--- src/pixel_format_convert_writer_assert.svh ---
// ----------------------------------------------------------------------------
// pixel format convert writer assertion macros
// shared property forms for the writer's concurrent checks
// ----------------------------------------------------------------------------
`ifndef PIXEL_FORMAT_CONVERT_WRITER_ASSERT_SVH
`define PIXEL_FORMAT_CONVERT_WRITER_ASSERT_SVH

// ante must always bring cons in the same cycle
`define PFCW_ASSERT_IMPLY(label, ante, cons, msg) \
  label: assert property (@(posedge clk) disable iff (rst) (ante) |-> (cons)) \
    else $error(msg);

// cond must never hold
`define PFCW_ASSERT_NEVER(label, cond, msg) \
  label: assert property (@(posedge clk) disable iff (rst) !(cond)) \
    else $error(msg);

`endif

--- src/pfcw_pkg.sv ---
// ----------------------------------------------------------------------------
// pfcw_pkg
// types, sizes and codes shared by the pixel format convert writer
// ----------------------------------------------------------------------------
`default_nettype none

package pfcw_pkg;

  localparam int MAX_WIDTH   = 4096;
  localparam int MAX_HEIGHT  = 4096;
  localparam int COL_W       = $clog2(MAX_WIDTH);
  localparam int ROW_W       = $clog2(MAX_HEIGHT);
  localparam int SIZE_W      = 13;
  localparam int STRIDE0_W   = 14;
  localparam int STRIDE12_W  = 13;
  localparam int CFG_DATA_W  = 14;
  localparam int CFG_INDEX_W = 3;
  localparam int ADDR_W      = 26;

  localparam int DIM_A  = (COL_W > ROW_W) ? COL_W + 1 : ROW_W + 1;
  localparam int DIM_W  = (SIZE_W > DIM_A) ? SIZE_W : DIM_A;
  localparam int PROD_W = ROW_W + STRIDE0_W;
  localparam int SUM_A  = (PROD_W + 1 > COL_W + 3) ? PROD_W + 1 : COL_W + 3;
  localparam int SUM_W  = (SUM_A > ADDR_W + 1) ? SUM_A : ADDR_W + 1;

  localparam logic [ADDR_W-1:0] ADDR_MAX = '1;

  localparam int QUEUE_DEPTH = 2;
  localparam int QPTR_W      = (QUEUE_DEPTH > 1) ? $clog2(QUEUE_DEPTH) : 1;
  localparam int QCNT_W      = $clog2(QUEUE_DEPTH + 1);

  typedef enum logic [1:0] {
    MODE_PACKED,
    MODE_PLANAR,
    MODE_YUV420,
    MODE_GREY
  } mode_t;

  typedef enum logic [CFG_INDEX_W-1:0] {
    CFG_MODE,
    CFG_SWAP,
    CFG_WIDTH,
    CFG_HEIGHT,
    CFG_STRIDE0,
    CFG_STRIDE1,
    CFG_STRIDE2
  } cfg_index_t;

  localparam logic [1:0] PLANE0 = 2'd0;
  localparam logic [1:0] PLANE1 = 2'd1;
  localparam logic [1:0] PLANE2 = 2'd2;

  typedef struct packed {
    mode_t                  mode;
    logic                   swap_outer;
    logic [SIZE_W-1:0]      image_width;
    logic [SIZE_W-1:0]      image_height;
    logic [STRIDE0_W-1:0]   plane0_stride;
    logic [STRIDE12_W-1:0]  plane1_stride;
    logic [STRIDE12_W-1:0]  plane2_stride;
  } cfg_t;

  typedef struct packed {
    logic [7:0] first_byte;
    logic [7:0] second_byte;
    logic [7:0] third_byte;
  } pixel_t;

  typedef struct packed {
    logic [1:0]        plane_select;
    logic [ADDR_W-1:0] byte_address;
    logic [7:0]        data_byte;
    logic              last_of_pixel;
    logic              frame_end;
  } write_t;

  typedef struct packed {
    mode_t            mode;
    logic [COL_W-1:0] col;
    logic [ROW_W-1:0] row;
    logic [7:0]       b0;
    logic [7:0]       b1;
    logic [7:0]       b2;
    logic             fend;
  } desc_t;

endpackage

`default_nettype wire

--- src/pfcw_front.sv ---
// ----------------------------------------------------------------------------
// pfcw_front
// accepts pixels, tracks column and row, builds a work descriptor
// ----------------------------------------------------------------------------
`default_nettype none

module pfcw_front (
  input  wire logic            clk,
  input  wire logic            rst,
  input  wire pfcw_pkg::cfg_t  cfg,
  input  wire logic            push,
  input  wire pfcw_pkg::pixel_t pixel,
  input  wire logic            queue_full,
  output logic                 desc_push,
  output pfcw_pkg::desc_t      desc
);

  logic [pfcw_pkg::COL_W-1:0] column_count, column_count_next;
  logic [pfcw_pkg::ROW_W-1:0] row_count, row_count_next;

  logic [pfcw_pkg::DIM_W-1:0] w_eff, h_eff, w_raw, h_raw;
  logic [pfcw_pkg::DIM_W-1:0] row_t, col_inc, row_inc;
  logic [pfcw_pkg::COL_W-1:0] col_s;
  logic [pfcw_pkg::ROW_W-1:0] row_s;
  logic                       wrap_in, end_row, fend, do_swap, accept;

  assign accept    = push && !queue_full;
  assign desc_push = accept;

  // effective size: zero acts as one, clamp to the maximum
  always_comb begin
    w_raw = pfcw_pkg::DIM_W'(cfg.image_width);
    h_raw = pfcw_pkg::DIM_W'(cfg.image_height);
    if (w_raw == '0) begin
      w_eff = pfcw_pkg::DIM_W'(1);
    end else if (w_raw > pfcw_pkg::DIM_W'(pfcw_pkg::MAX_WIDTH)) begin
      w_eff = pfcw_pkg::DIM_W'(pfcw_pkg::MAX_WIDTH);
    end else begin
      w_eff = w_raw;
    end
    if (h_raw == '0) begin
      h_eff = pfcw_pkg::DIM_W'(1);
    end else if (h_raw > pfcw_pkg::DIM_W'(pfcw_pkg::MAX_HEIGHT)) begin
      h_eff = pfcw_pkg::DIM_W'(pfcw_pkg::MAX_HEIGHT);
    end else begin
      h_eff = h_raw;
    end
  end

  // position of this pixel, after wrapping counters left outside a shrunk size
  always_comb begin
    wrap_in = pfcw_pkg::DIM_W'(column_count) >= w_eff;
    col_s   = wrap_in ? '0 : column_count;
    row_t   = wrap_in ? pfcw_pkg::DIM_W'(row_count) + pfcw_pkg::DIM_W'(1)
                      : pfcw_pkg::DIM_W'(row_count);
    row_s   = (row_t >= h_eff) ? '0 : pfcw_pkg::ROW_W'(row_t);
    fend    = (pfcw_pkg::DIM_W'(col_s) == w_eff - pfcw_pkg::DIM_W'(1)) &&
              (pfcw_pkg::DIM_W'(row_s) == h_eff - pfcw_pkg::DIM_W'(1));
    col_inc = pfcw_pkg::DIM_W'(col_s) + pfcw_pkg::DIM_W'(1);
    row_inc = pfcw_pkg::DIM_W'(row_s) + pfcw_pkg::DIM_W'(1);
    end_row = col_inc >= w_eff;
  end

  always_comb begin
    column_count_next = column_count;
    row_count_next    = row_count;
    if (accept) begin
      if (end_row) begin
        column_count_next = '0;
        row_count_next    = (row_inc >= h_eff) ? '0 : pfcw_pkg::ROW_W'(row_inc);
      end else begin
        column_count_next = pfcw_pkg::COL_W'(col_inc);
        row_count_next    = row_s;
      end
    end
  end

  always_ff @(posedge clk) begin
    if (rst) begin
      column_count <= '0;
      row_count    <= '0;
    end else begin
      column_count <= column_count_next;
      row_count    <= row_count_next;
    end
  end

  assign do_swap = cfg.swap_outer && (cfg.mode != pfcw_pkg::MODE_GREY);

  always_comb begin
    desc.mode = cfg.mode;
    desc.col  = col_s;
    desc.row  = row_s;
    desc.b0   = do_swap ? pixel.third_byte : pixel.first_byte;
    desc.b1   = pixel.second_byte;
    desc.b2   = do_swap ? pixel.first_byte : pixel.third_byte;
    desc.fend = fend;
  end

endmodule

`default_nettype wire

--- src/pfcw_queue.sv ---
// ----------------------------------------------------------------------------
// pfcw_queue
// short descriptor queue between the front and the back
// ----------------------------------------------------------------------------
`default_nettype none

module pfcw_queue (
  input  wire logic             clk,
  input  wire logic             rst,
  input  wire logic             push,
  input  wire pfcw_pkg::desc_t  push_desc,
  output logic                  full,
  input  wire logic             pop,
  output logic                  valid,
  output pfcw_pkg::desc_t       head
);

  pfcw_pkg::desc_t             entry [pfcw_pkg::QUEUE_DEPTH];
  logic [pfcw_pkg::QPTR_W-1:0] wr_ptr, wr_ptr_next, rd_ptr, rd_ptr_next;
  logic [pfcw_pkg::QCNT_W-1:0] count, count_next;
  logic                        do_push, do_pop;

  assign full    = count == pfcw_pkg::QCNT_W'(pfcw_pkg::QUEUE_DEPTH);
  assign valid   = count != '0;
  assign do_push = push && !full;
  assign do_pop  = pop && valid;
  assign head    = entry[rd_ptr];

  always_comb begin
    wr_ptr_next = wr_ptr;
    rd_ptr_next = rd_ptr;
    count_next  = count;
    if (do_push) begin
      wr_ptr_next = (wr_ptr == pfcw_pkg::QPTR_W'(pfcw_pkg::QUEUE_DEPTH - 1))
                    ? '0 : wr_ptr + pfcw_pkg::QPTR_W'(1);
    end
    if (do_pop) begin
      rd_ptr_next = (rd_ptr == pfcw_pkg::QPTR_W'(pfcw_pkg::QUEUE_DEPTH - 1))
                    ? '0 : rd_ptr + pfcw_pkg::QPTR_W'(1);
    end
    if (do_push && !do_pop) begin
      count_next = count + pfcw_pkg::QCNT_W'(1);
    end else if (do_pop && !do_push) begin
      count_next = count - pfcw_pkg::QCNT_W'(1);
    end
  end

  always_ff @(posedge clk) begin
    if (rst) begin
      wr_ptr <= '0;
      rd_ptr <= '0;
      count  <= '0;
    end else begin
      wr_ptr <= wr_ptr_next;
      rd_ptr <= rd_ptr_next;
      count  <= count_next;
    end
  end

  always_ff @(posedge clk) begin
    if (do_push) begin
      entry[wr_ptr] <= push_desc;
    end
  end

endmodule

`default_nettype wire

--- src/pfcw_back.sv ---
// ----------------------------------------------------------------------------
// pfcw_back
// computes row offsets and YUV, then issues one byte write per cycle while the output buffer has room
// ----------------------------------------------------------------------------
`default_nettype none

module pfcw_back (
  input  wire logic             clk,
  input  wire logic             rst,
  input  wire pfcw_pkg::cfg_t   cfg,
  input  wire logic             desc_valid,
  input  wire pfcw_pkg::desc_t  desc,
  output logic                  desc_pop,
  output logic                  empty,
  input  wire logic             pop,
  output pfcw_pkg::write_t      result
);

  localparam logic [15:0] Y_R  = 16'd66;
  localparam logic [15:0] Y_G  = 16'd129;
  localparam logic [15:0] Y_B  = 16'd25;
  localparam logic [7:0]  Y_OFS = 8'd16;
  localparam logic [15:0] U_R  = 16'd38;
  localparam logic [15:0] U_G  = 16'd74;
  localparam logic [15:0] U_B  = 16'd112;
  localparam logic [15:0] V_R  = 16'd112;
  localparam logic [15:0] V_G  = 16'd94;
  localparam logic [15:0] V_B  = 16'd18;
  localparam logic [15:0] C_OFS = 16'd32768;

  // calc stage
  logic                          calc_valid, calc_valid_next;
  pfcw_pkg::desc_t               calc_desc;
  logic [pfcw_pkg::PROD_W-1:0]   calc_p0, calc_p1, calc_p2;
  logic [7:0]                    calc_y, calc_u, calc_v;
  logic [1:0]                    calc_last_k;

  // emit stage
  logic                          emit_valid, emit_valid_next;
  logic [1:0]                    emit_k, emit_k_next;
  pfcw_pkg::desc_t               emit_desc;
  logic [pfcw_pkg::PROD_W-1:0]   emit_p0, emit_p1, emit_p2;
  logic [7:0]                    emit_y, emit_u, emit_v;
  logic [1:0]                    emit_last_k;

  // output buffer
  pfcw_pkg::write_t              obuf [2];
  logic                          o_wr, o_wr_next, o_rd, o_rd_next;
  logic [1:0]                    o_count, o_count_next;

  logic [pfcw_pkg::ROW_W-1:0]    row_c;
  logic [15:0]                   y_sum, u_sum, v_sum;
  logic [pfcw_pkg::PROD_W-1:0]   p0_c, p1_c, p2_c;
  logic [1:0]                    last_k_c;
  logic                          chroma_c;

  logic [pfcw_pkg::PROD_W-1:0]   base;
  logic [pfcw_pkg::COL_W+1:0]    off;
  logic [pfcw_pkg::SUM_W-1:0]    sum;
  pfcw_pkg::write_t              wr;

  logic emit_adv, emit_done, emit_free, calc_move, calc_free, o_room, o_pop;

  // handshake between stages
  always_comb begin
    o_room    = o_count != 2'd2;
    o_pop     = pop && (o_count != 2'd0);
    emit_adv  = emit_valid && o_room;
    emit_done = emit_adv && (emit_k == emit_last_k);
    emit_free = !emit_valid || emit_done;
    calc_move = calc_valid && emit_free;
    calc_free = !calc_valid || calc_move;
    desc_pop  = desc_valid && calc_free;
  end

  // row offsets and color conversion
  always_comb begin
    row_c    = (desc.mode == pfcw_pkg::MODE_YUV420) ? (desc.row >> 1) : desc.row;
    p0_c     = pfcw_pkg::PROD_W'(desc.row) * pfcw_pkg::PROD_W'(cfg.plane0_stride);
    p1_c     = pfcw_pkg::PROD_W'(row_c) * pfcw_pkg::PROD_W'(cfg.plane1_stride);
    p2_c     = pfcw_pkg::PROD_W'(row_c) * pfcw_pkg::PROD_W'(cfg.plane2_stride);
    y_sum    = Y_R * 16'(desc.b2) + Y_G * 16'(desc.b1) + Y_B * 16'(desc.b0);
    u_sum    = C_OFS + U_B * 16'(desc.b0) - U_R * 16'(desc.b2) - U_G * 16'(desc.b1);
    v_sum    = C_OFS + V_R * 16'(desc.b2) - V_G * 16'(desc.b1) - V_B * 16'(desc.b0);
    chroma_c = !desc.col[0] && !desc.row[0];
    unique case (desc.mode)
      pfcw_pkg::MODE_PACKED, pfcw_pkg::MODE_PLANAR: last_k_c = 2'd2;
      pfcw_pkg::MODE_YUV420:                        last_k_c = chroma_c ? 2'd2 : 2'd0;
      default:                                      last_k_c = 2'd0;
    endcase
  end

  always_comb begin
    calc_valid_next = desc_pop || (calc_valid && !calc_move);
    emit_valid_next = calc_move || (emit_valid && !emit_done);
    emit_k_next     = emit_k;
    if (calc_move) begin
      emit_k_next = 2'd0;
    end else if (emit_adv && !emit_done) begin
      emit_k_next = emit_k + 2'd1;
    end
  end

  always_ff @(posedge clk) begin
    if (rst) begin
      calc_valid <= 1'b0;
      emit_valid <= 1'b0;
      emit_k     <= 2'd0;
    end else begin
      calc_valid <= calc_valid_next;
      emit_valid <= emit_valid_next;
      emit_k     <= emit_k_next;
    end
  end

  always_ff @(posedge clk) begin
    if (desc_pop) begin
      calc_desc   <= desc;
      calc_p0     <= p0_c;
      calc_p1     <= p1_c;
      calc_p2     <= p2_c;
      calc_y      <= y_sum[15:8] + Y_OFS;
      calc_u      <= u_sum[15:8];
      calc_v      <= v_sum[15:8];
      calc_last_k <= last_k_c;
    end
    if (calc_move) begin
      emit_desc   <= calc_desc;
      emit_p0     <= calc_p0;
      emit_p1     <= calc_p1;
      emit_p2     <= calc_p2;
      emit_y      <= calc_y;
      emit_u      <= calc_u;
      emit_v      <= calc_v;
      emit_last_k <= calc_last_k;
    end
  end

  // select plane, offset and data for the current write
  always_comb begin
    wr.plane_select = pfcw_pkg::PLANE0;
    base            = emit_p0;
    off             = (pfcw_pkg::COL_W+2)'(emit_desc.col);
    wr.data_byte    = emit_desc.b0;
    case (emit_desc.mode)
      pfcw_pkg::MODE_PACKED: begin
        off = (pfcw_pkg::COL_W+2)'(emit_desc.col) * (pfcw_pkg::COL_W+2)'(3)
              + (pfcw_pkg::COL_W+2)'(emit_k);
        case (emit_k)
          2'd0:    wr.data_byte = emit_desc.b0;
          2'd1:    wr.data_byte = emit_desc.b1;
          default: wr.data_byte = emit_desc.b2;
        endcase
      end
      pfcw_pkg::MODE_PLANAR: begin
        case (emit_k)
          2'd0: begin
            wr.plane_select = pfcw_pkg::PLANE0;
            base            = emit_p0;
            wr.data_byte    = emit_desc.b0;
          end
          2'd1: begin
            wr.plane_select = pfcw_pkg::PLANE1;
            base            = emit_p1;
            wr.data_byte    = emit_desc.b1;
          end
          default: begin
            wr.plane_select = pfcw_pkg::PLANE2;
            base            = emit_p2;
            wr.data_byte    = emit_desc.b2;
          end
        endcase
      end
      pfcw_pkg::MODE_YUV420: begin
        case (emit_k)
          2'd0: begin
            wr.plane_select = pfcw_pkg::PLANE0;
            base            = emit_p0;
            wr.data_byte    = emit_y;
          end
          2'd1: begin
            wr.plane_select = pfcw_pkg::PLANE1;
            base            = emit_p1;
            off             = (pfcw_pkg::COL_W+2)'(emit_desc.col >> 1);
            wr.data_byte    = emit_u;
          end
          default: begin
            wr.plane_select = pfcw_pkg::PLANE2;
            base            = emit_p2;
            off             = (pfcw_pkg::COL_W+2)'(emit_desc.col >> 1);
            wr.data_byte    = emit_v;
          end
        endcase
      end
      default: begin
        wr.data_byte = emit_desc.b0;
      end
    endcase
    sum = pfcw_pkg::SUM_W'(base) + pfcw_pkg::SUM_W'(off);
    wr.byte_address = (sum > pfcw_pkg::SUM_W'(pfcw_pkg::ADDR_MAX))
                      ? pfcw_pkg::ADDR_MAX : pfcw_pkg::ADDR_W'(sum);
    wr.last_of_pixel = emit_k == emit_last_k;
    wr.frame_end     = emit_desc.fend;
  end

  // two-entry output buffer
  always_comb begin
    o_wr_next    = emit_adv ? !o_wr : o_wr;
    o_rd_next    = o_pop ? !o_rd : o_rd;
    o_count_next = o_count;
    if (emit_adv && !o_pop) begin
      o_count_next = o_count + 2'd1;
    end else if (o_pop && !emit_adv) begin
      o_count_next = o_count - 2'd1;
    end
  end

  always_ff @(posedge clk) begin
    if (rst) begin
      o_wr    <= 1'b0;
      o_rd    <= 1'b0;
      o_count <= 2'd0;
    end else begin
      o_wr    <= o_wr_next;
      o_rd    <= o_rd_next;
      o_count <= o_count_next;
    end
  end

  always_ff @(posedge clk) begin
    if (emit_adv) begin
      obuf[o_wr] <= wr;
    end
  end

  assign empty  = o_count == 2'd0;
  assign result = obuf[o_rd];

endmodule

`default_nettype wire

--- src/pixel_format_convert_writer.sv ---
// ----------------------------------------------------------------------------
// pixel_format_convert_writer
// packed 3-byte pixels in raster order to plane/address/byte writes
//
//   channel   handshake            payload
//   pixel     push / full          pfcw_pkg::pixel_t
//   result    empty / pop          pfcw_pkg::write_t
//   config    cfg_write            cfg_index, cfg_data
//
// one write leaves per cycle while the output buffer has room: packed, planar
// and yuv chroma pixels give three writes, yuv luma-only and grey pixels one
// a pixel is registered in the queue, calc, emit and output buffer in turn
// a two-entry queue and a two-entry output buffer let either side stall
// synchronous reset clears counters and queues and loads defaults into the configuration registers
// ----------------------------------------------------------------------------
`default_nettype none

`include "pixel_format_convert_writer_assert.svh"

module pixel_format_convert_writer (
  input  wire logic                                clk,
  input  wire logic                                rst,
  input  wire logic                                push,
  output logic                                     full,
  input  wire pfcw_pkg::pixel_t                    pixel,
  output logic                                     empty,
  input  wire logic                                pop,
  output pfcw_pkg::write_t                         result,
  input  wire logic                                cfg_write,
  input  wire logic [pfcw_pkg::CFG_INDEX_W-1:0]    cfg_index,
  input  wire logic [pfcw_pkg::CFG_DATA_W-1:0]     cfg_data
);

  pfcw_pkg::cfg_t  cfg, cfg_next;
  pfcw_pkg::desc_t front_desc, queue_head;
  logic            desc_push, desc_pop, queue_valid;
  logic            res_plane0, res_plane1, res_plane2, res_plane_ok;

  always_comb begin
    cfg_next = cfg;
    if (cfg_write) begin
      unique case (cfg_index)
        pfcw_pkg::CFG_MODE:    cfg_next.mode          = pfcw_pkg::mode_t'(cfg_data[1:0]);
        pfcw_pkg::CFG_SWAP:    cfg_next.swap_outer    = cfg_data[0];
        pfcw_pkg::CFG_WIDTH:   cfg_next.image_width   = cfg_data[pfcw_pkg::SIZE_W-1:0];
        pfcw_pkg::CFG_HEIGHT:  cfg_next.image_height  = cfg_data[pfcw_pkg::SIZE_W-1:0];
        pfcw_pkg::CFG_STRIDE0: cfg_next.plane0_stride = cfg_data[pfcw_pkg::STRIDE0_W-1:0];
        pfcw_pkg::CFG_STRIDE1: cfg_next.plane1_stride = cfg_data[pfcw_pkg::STRIDE12_W-1:0];
        pfcw_pkg::CFG_STRIDE2: cfg_next.plane2_stride = cfg_data[pfcw_pkg::STRIDE12_W-1:0];
        default:               cfg_next = cfg;
      endcase
    end
  end

  always_ff @(posedge clk) begin
    if (rst) begin
      cfg.mode          <= pfcw_pkg::MODE_PACKED;
      cfg.swap_outer    <= 1'b0;
      cfg.image_width   <= pfcw_pkg::SIZE_W'(1);
      cfg.image_height  <= pfcw_pkg::SIZE_W'(1);
      cfg.plane0_stride <= '0;
      cfg.plane1_stride <= '0;
      cfg.plane2_stride <= '0;
    end else begin
      cfg <= cfg_next;
    end
  end

  pfcw_front u_front (
    .clk        (clk),
    .rst        (rst),
    .cfg        (cfg),
    .push       (push),
    .pixel      (pixel),
    .queue_full (full),
    .desc_push  (desc_push),
    .desc       (front_desc)
  );

  pfcw_queue u_queue (
    .clk       (clk),
    .rst       (rst),
    .push      (desc_push),
    .push_desc (front_desc),
    .full      (full),
    .pop       (desc_pop),
    .valid     (queue_valid),
    .head      (queue_head)
  );

  pfcw_back u_back (
    .clk        (clk),
    .rst        (rst),
    .cfg        (cfg),
    .desc_valid (queue_valid),
    .desc       (queue_head),
    .desc_pop   (desc_pop),
    .empty      (empty),
    .pop        (pop),
    .result     (result)
  );

  // plane of the waiting result
  assign res_plane0   = result.plane_select == pfcw_pkg::PLANE0;
  assign res_plane1   = !empty && result.plane_select == pfcw_pkg::PLANE1;
  assign res_plane2   = !empty && result.plane_select == pfcw_pkg::PLANE2;
  assign res_plane_ok = res_plane0 || res_plane1 || res_plane2;

  `PFCW_ASSERT_IMPLY(a_plane_in_range, !empty, res_plane_ok, "result plane out of range")
  `PFCW_ASSERT_IMPLY(a_plane2_ends_pixel, res_plane2, result.last_of_pixel, "plane 2 not last")
  `PFCW_ASSERT_NEVER(a_plane1_not_last, res_plane1 && result.last_of_pixel, "plane 1 last")

endmodule

`default_nettype wire
--- config.mk ---
export PLATFORM = sky130hd
export DESIGN_NAME = pixel_format_convert_writer
export DESIGN_NICKNAME = d
export VERILOG_FILES = /design/src/pfcw_pkg.sv /design/src/pfcw_front.sv /design/src/pfcw_queue.sv /design/src/pfcw_back.sv /design/src/pixel_format_convert_writer.sv
export VERILOG_INCLUDE_DIRS = /design/src /design/src/src
export SDC_FILE = /design/constraint.sdc
export NUM_CORES = 2
export LEC_CHECK = 0
export ABC_AREA = 1
export BUFFER_PORTS_ARGS = -buffer_cell sky130_fd_sc_hd__buf_2
export CAP_MARGIN = 25
export CORE_ASPECT_RATIO = 1.75
export CORE_UTILIZATION = 40
export CTS_CLUSTER_DIAMETER = 150
export DETAILED_ROUTE_END_ITERATION = 16
export PLACE_DENSITY_LB_ADDON = 0.12
export SLEW_MARGIN = 20
export SYNTH_ARGS = -nofsm -noshare
export SYNTH_HDL_FRONTEND = slang
export SYNTH_SLANG_ARGS = --single-unit
--- constraint.sdc ---
create_clock -name clk -period 9.4 [get_ports clk]
set_clock_uncertainty 0.2 [all_clocks]
set_input_delay 0.94 -clock clk [delete_from_list [all_inputs] [get_ports clk]]
set_output_delay 0.94 -clock clk [all_outputs]
set_load 0.05 [all_outputs]
==> reports/qor.log <==
[clock_tree] CTS Buf Count 56
[die] die span in y 453 um
[yosys] total nets after synthesis 5902
[final_layout] share of post-route cells with drive strength above 1 7.82%
[timing] fin. max-slew vios 0
[route] drt first-iter violations 1613
[timing] final worst path period share 83.2%
[timing] max-slew headroom at the worst pin 35.5%
[route] routed wire length 135000 um
[run_status] run status completed
[die] die outline area 0.118 mm^2
[yosys] Synth area leaders sky130_fd_sc_hd__edfxtp_1 (30%), sky130_fd_sc_hd__fa_1 (19%), sky130_fd_sc_hd__ha_1 (13%)
[grt] total gr overflow 0
[yosys] Netlist cell types 54
[grt] overall track demand over capacity in global routing 23.5%
[clock_tree] root buffer selected by CTS sky130_fd_sc_hd__clkbuf_16
[yosys] fraction of registers with async set or reset after synthesis 0%
[grt] met1 GRT Util 23.7%
[clock_tree] maximum root-to-sink buffer count 3
[yosys] number of synthesis warnings 0
[timing] measured slew at the worst slew-check pin 968 ps
[yosys] dominant cell type by area after synthesis sky130_fd_sc_hd__edfxtp_1
[die] number of cell rows 165
[setup_path] endpoint class of the critical path flop
[yosys] basic-gate share of the synthesized area counting and, or, nand and nor cells 14.9%
[yosys] prevailing post-synth register cell sky130_fd_sc_hd__edfxtp_1
[placement] final weighted congestion in routability-driven placement 0.908
[yosys] combinational family with the most area after synthesis adder cells
[setup_path] classification of the worst setup path flop to flop
[grt] maximum number of pins on one net before global-route repair 79
[yosys] Post-synth EDFFs 458
[final_layout] growth of design area from synthesis to finish 8.69%
[grt] number of global-route vias before repair 35400
[die] Core Area 0.115 mm^2
[setup_path] crit start category flop
[timing] Post-Route Setup TNS 0 ps
[yosys] post-synthesis mux area share 1.11%
[route] drt first pass iters 5
[clock_tree] CTS tree done
[die] initial standard-cell utilization of the core 40.3%
[timing] final critical-path required period 7820 ps
[route] routed length per instance 20.5 um
[job] max-cap violation count 0
[clock_tree] number of buffers inserted to repair setup after CTS 0
[yosys] sequential share of the synthesized area 34.2%
[timing] Final setup violation count 0
[clock_tree] H-tree levels 2
[hold_path] start point of the worst min-delay path u_back.calc_desc[9]$_DFFE_PP_
[route] count of nets left with antenna violations after detail routing 0
[route] residual DRC count 0
[setup_path] CP max-delay cell sky130_fd_sc_hd__inv_1
[yosys] mean area per synthesized cell 9.38 um^2
[final_layout] total of fill cells in the finished design 11400
[timing] RSZ-0062 raised after global routing false
[clock_tree] Gates resized, CTS repair 0
[setup_path] most repeated library cell on the critical path sky130_fd_sc_hd__inv_1
[placement] total half-perimeter wirelength after legalization and detailed placement 109000 um
[hold_path] worst hold-check path type flop to flop
[grt] met2 global-route usage 46.6%
[yosys] synthesized-area fraction occupied by adder cells 31.2%
[final_layout] Nets 5964
[clock_tree] CTS sink count 565
[yosys] netlist area before placement 0.0465 mm^2
[die] x dimension of the die 260 um
[yosys] xor and xnor area share after synthesis 3.30%
[yosys] compound-gate portion of the synthesized area 7.06%
[setup_path] Slowest Stage Delay on Critical Path 570 ps
[setup_path] arrival time reported for the critical path endpoint 8040 ps
[setup_path] highest fanout seen on the critical path 23
[yosys] count of state elements after synthesis 565
[grt] met3 routing resource usage after global routing 1.95%
[timing] number of endpoints with negative hold slack in the final report 0
[grt] global-route wire length before repair 207000 um
[setup_path] Worst Path Required 9620 ps
[route] vias after detailed routing 33300
[yosys] gate count of the mapped netlist 4956
[clock_tree] clock transition at the registers of the reported paths 60 ps
[grt] antenna violations before repair 4
[placement] PortBufs 85
[yosys] area fraction of the dominant cell type after synthesis 29.6%
[die] number of top-level pins 86
[clock_tree] worst-skew pair later-pin latency 670 ps
[route] via count normalized by instance count 5.06
[grt] Most Crowded Layer GR met2
[clock_tree] count of hold-fix buffers inserted at cts 0
[timing] achievable frequency 128 MHz
-- kinds of logic (layout without fill, tap and decap cells) --
family,count (synthesis),in the layout
other cells,0,2
simple gates,1651,1651
fa+ha+maj,900,900
buf+inv,1017,1126
flops,565,565
xor+xnor,175,175
compound gates,602,602
mux,46,46
-- sequential cells by signal, indices dropped and copies added, names as in the netlist, 2 cells and up, named ones only --
signal / count
u_back.obuf: 76
u_back.emit_v: 8
u_back.emit_desc: 39
u_back.emit_y: 8
u_back.emit_k: 2
cfg: 69
u_back.o_count: 2
u_back.emit_u: 8
u_front.row_count: 12
u_back.emit_p2: 25
u_back.calc_desc: 39
u_back.calc_p1: 25
u_front.column_count: 12
u_back.emit_p0: 26
u_back.calc_v: 8
u_back.calc_y: 8
u_back.calc_p0: 26
u_back.emit_p1: 25
u_queue.count: 2
u_queue.entry: 102
u_back.calc_u: 8
u_back.calc_p2: 25
-- Yosys cell counts (23+ instances only) --
cell type                    n
sky130_fd_sc_hd__fa_1      430
sky130_fd_sc_hd__dfxtp_1   107
sky130_fd_sc_hd__inv_1     862
sky130_fd_sc_hd__buf_1      26
sky130_fd_sc_hd__xnor2_1    62
sky130_fd_sc_hd__clkbuf_1   86
sky130_fd_sc_hd__or2_2      45
sky130_fd_sc_hd__nor2_1    384
sky130_fd_sc_hd__nand4_1    29
sky130_fd_sc_hd__nor3_1     23
sky130_fd_sc_hd__xor2_1    113
sky130_fd_sc_hd__edfxtp_1  458
sky130_fd_sc_hd__a21oi_1   285
sky130_fd_sc_hd__nand2_1   944
sky130_fd_sc_hd__o21ai_0   201
sky130_fd_sc_hd__ha_1      470
sky130_fd_sc_hd__nand3_1   157
sky130_fd_sc_hd__mux2_2     46
-- worst paths after layout --
check,cells after the start,slack (ps),end
hold / removal,0,200,u_back.emit_desc[9]$_DFFE_PP_
hold reg to reg,0,200,u_back.emit_desc[9]$_DFFE_PP_
setup reg to reg,28,1580,u_back.calc_p1[21]$_DFFE_PP_
setup / recovery,28,1580,u_back.calc_p1[21]$_DFFE_PP_
-- metrics by stage --
step | area, um^2 | hold slack (ps) | util, % | cells | setup slack [ps]
4_1_cts | 50500 | 203 | 43.8 | 6566 | 1550
5_1_grt | 50500 | 213 | 43.8 | 6569 | 819
3_3_place_gp | 48700 | 200 | 42.2 | 6461 | 1690
3_5_place_dp | 48700 | 205 | 42.2 | 6461 | 1570
2_1_floorplan | 46500 | 200 | - | 4956 | 1940
6_report | 50500 | 197 | 43.8 | 6570 | 1580
-- cell usage in the layout (no fill, tap or decap), types with 9 or more instances in the layout --
| master | instances |
|---|---|
| sky130_fd_sc_hd__nand2_1 | 944 |
| sky130_fd_sc_hd__inv_1 | 860 |
| sky130_fd_sc_hd__ha_1 | 470 |
| sky130_fd_sc_hd__edfxtp_1 | 458 |
| sky130_fd_sc_hd__fa_1 | 430 |
| sky130_fd_sc_hd__nor2_1 | 379 |
| sky130_fd_sc_hd__a21oi_1 | 285 |
| sky130_fd_sc_hd__o21ai_0 | 192 |
| sky130_fd_sc_hd__nand3_1 | 157 |
| sky130_fd_sc_hd__xor2_1 | 113 |
| sky130_fd_sc_hd__dfxtp_1 | 105 |
| sky130_fd_sc_hd__buf_2 | 85 |
| sky130_fd_sc_hd__xnor2_1 | 62 |
| sky130_fd_sc_hd__clkbuf_16 | 56 |
| sky130_fd_sc_hd__mux2_2 | 46 |
| sky130_fd_sc_hd__or2_2 | 45 |
| sky130_fd_sc_hd__buf_4 | 45 |
| sky130_fd_sc_hd__nand4_1 | 29 |
| sky130_fd_sc_hd__o21ai_1 | 24 |
| sky130_fd_sc_hd__clkinv_1 | 23 |
| sky130_fd_sc_hd__nor3_1 | 23 |
| sky130_fd_sc_hd__inv_2 | 18 |
| sky130_fd_sc_hd__a31oi_1 | 15 |
| sky130_fd_sc_hd__o21ai_2 | 13 |
| sky130_fd_sc_hd__nor2_2 | 13 |
| sky130_fd_sc_hd__nor2_4 | 13 |
| sky130_fd_sc_hd__o21bai_1 | 13 |
| sky130_fd_sc_hd__nand3b_1 | 11 |
| sky130_fd_sc_hd__nand2_2 | 11 |
| sky130_fd_sc_hd__a21o_1 | 10 |
| sky130_fd_sc_hd__clkbuf_1 | 9 |
-- worst max-delay path: cells and delay by family, from the launching register on --
family,cells,cell delay (ps)
AO/OA/AOI/OAI,8,1400
adder cells (fa/ha/maj),6,2830
buffers and inverters,7,1710
flip-flops,1,480
AND/OR/NAND/NOR,7,930
-- layer usage --
layer	vias to the layer above	share of wire, %
met2	557	56
met5	-	0.011
met1	16400	36
li1	16000	-
met4	2	6.1
met3	307	2.4
-- area by class of cell --
class                      count  area (um^2)  area share [%]
clock buffer                  68         1480            2.92
multi-input combinational   3374        26800            53.0
sequential                   565        15900            31.5
inverter                     889         3340            6.61
clock inverter                37          352           0.696
tap                         1503         1880            3.72
antenna                        2         5.00         0.00990
timing repair buffer         132          806            1.59
Power is left out: the tool's default activity adds up to more than one toggle a clock period on the data nets, which glitch-free logic cannot reach.
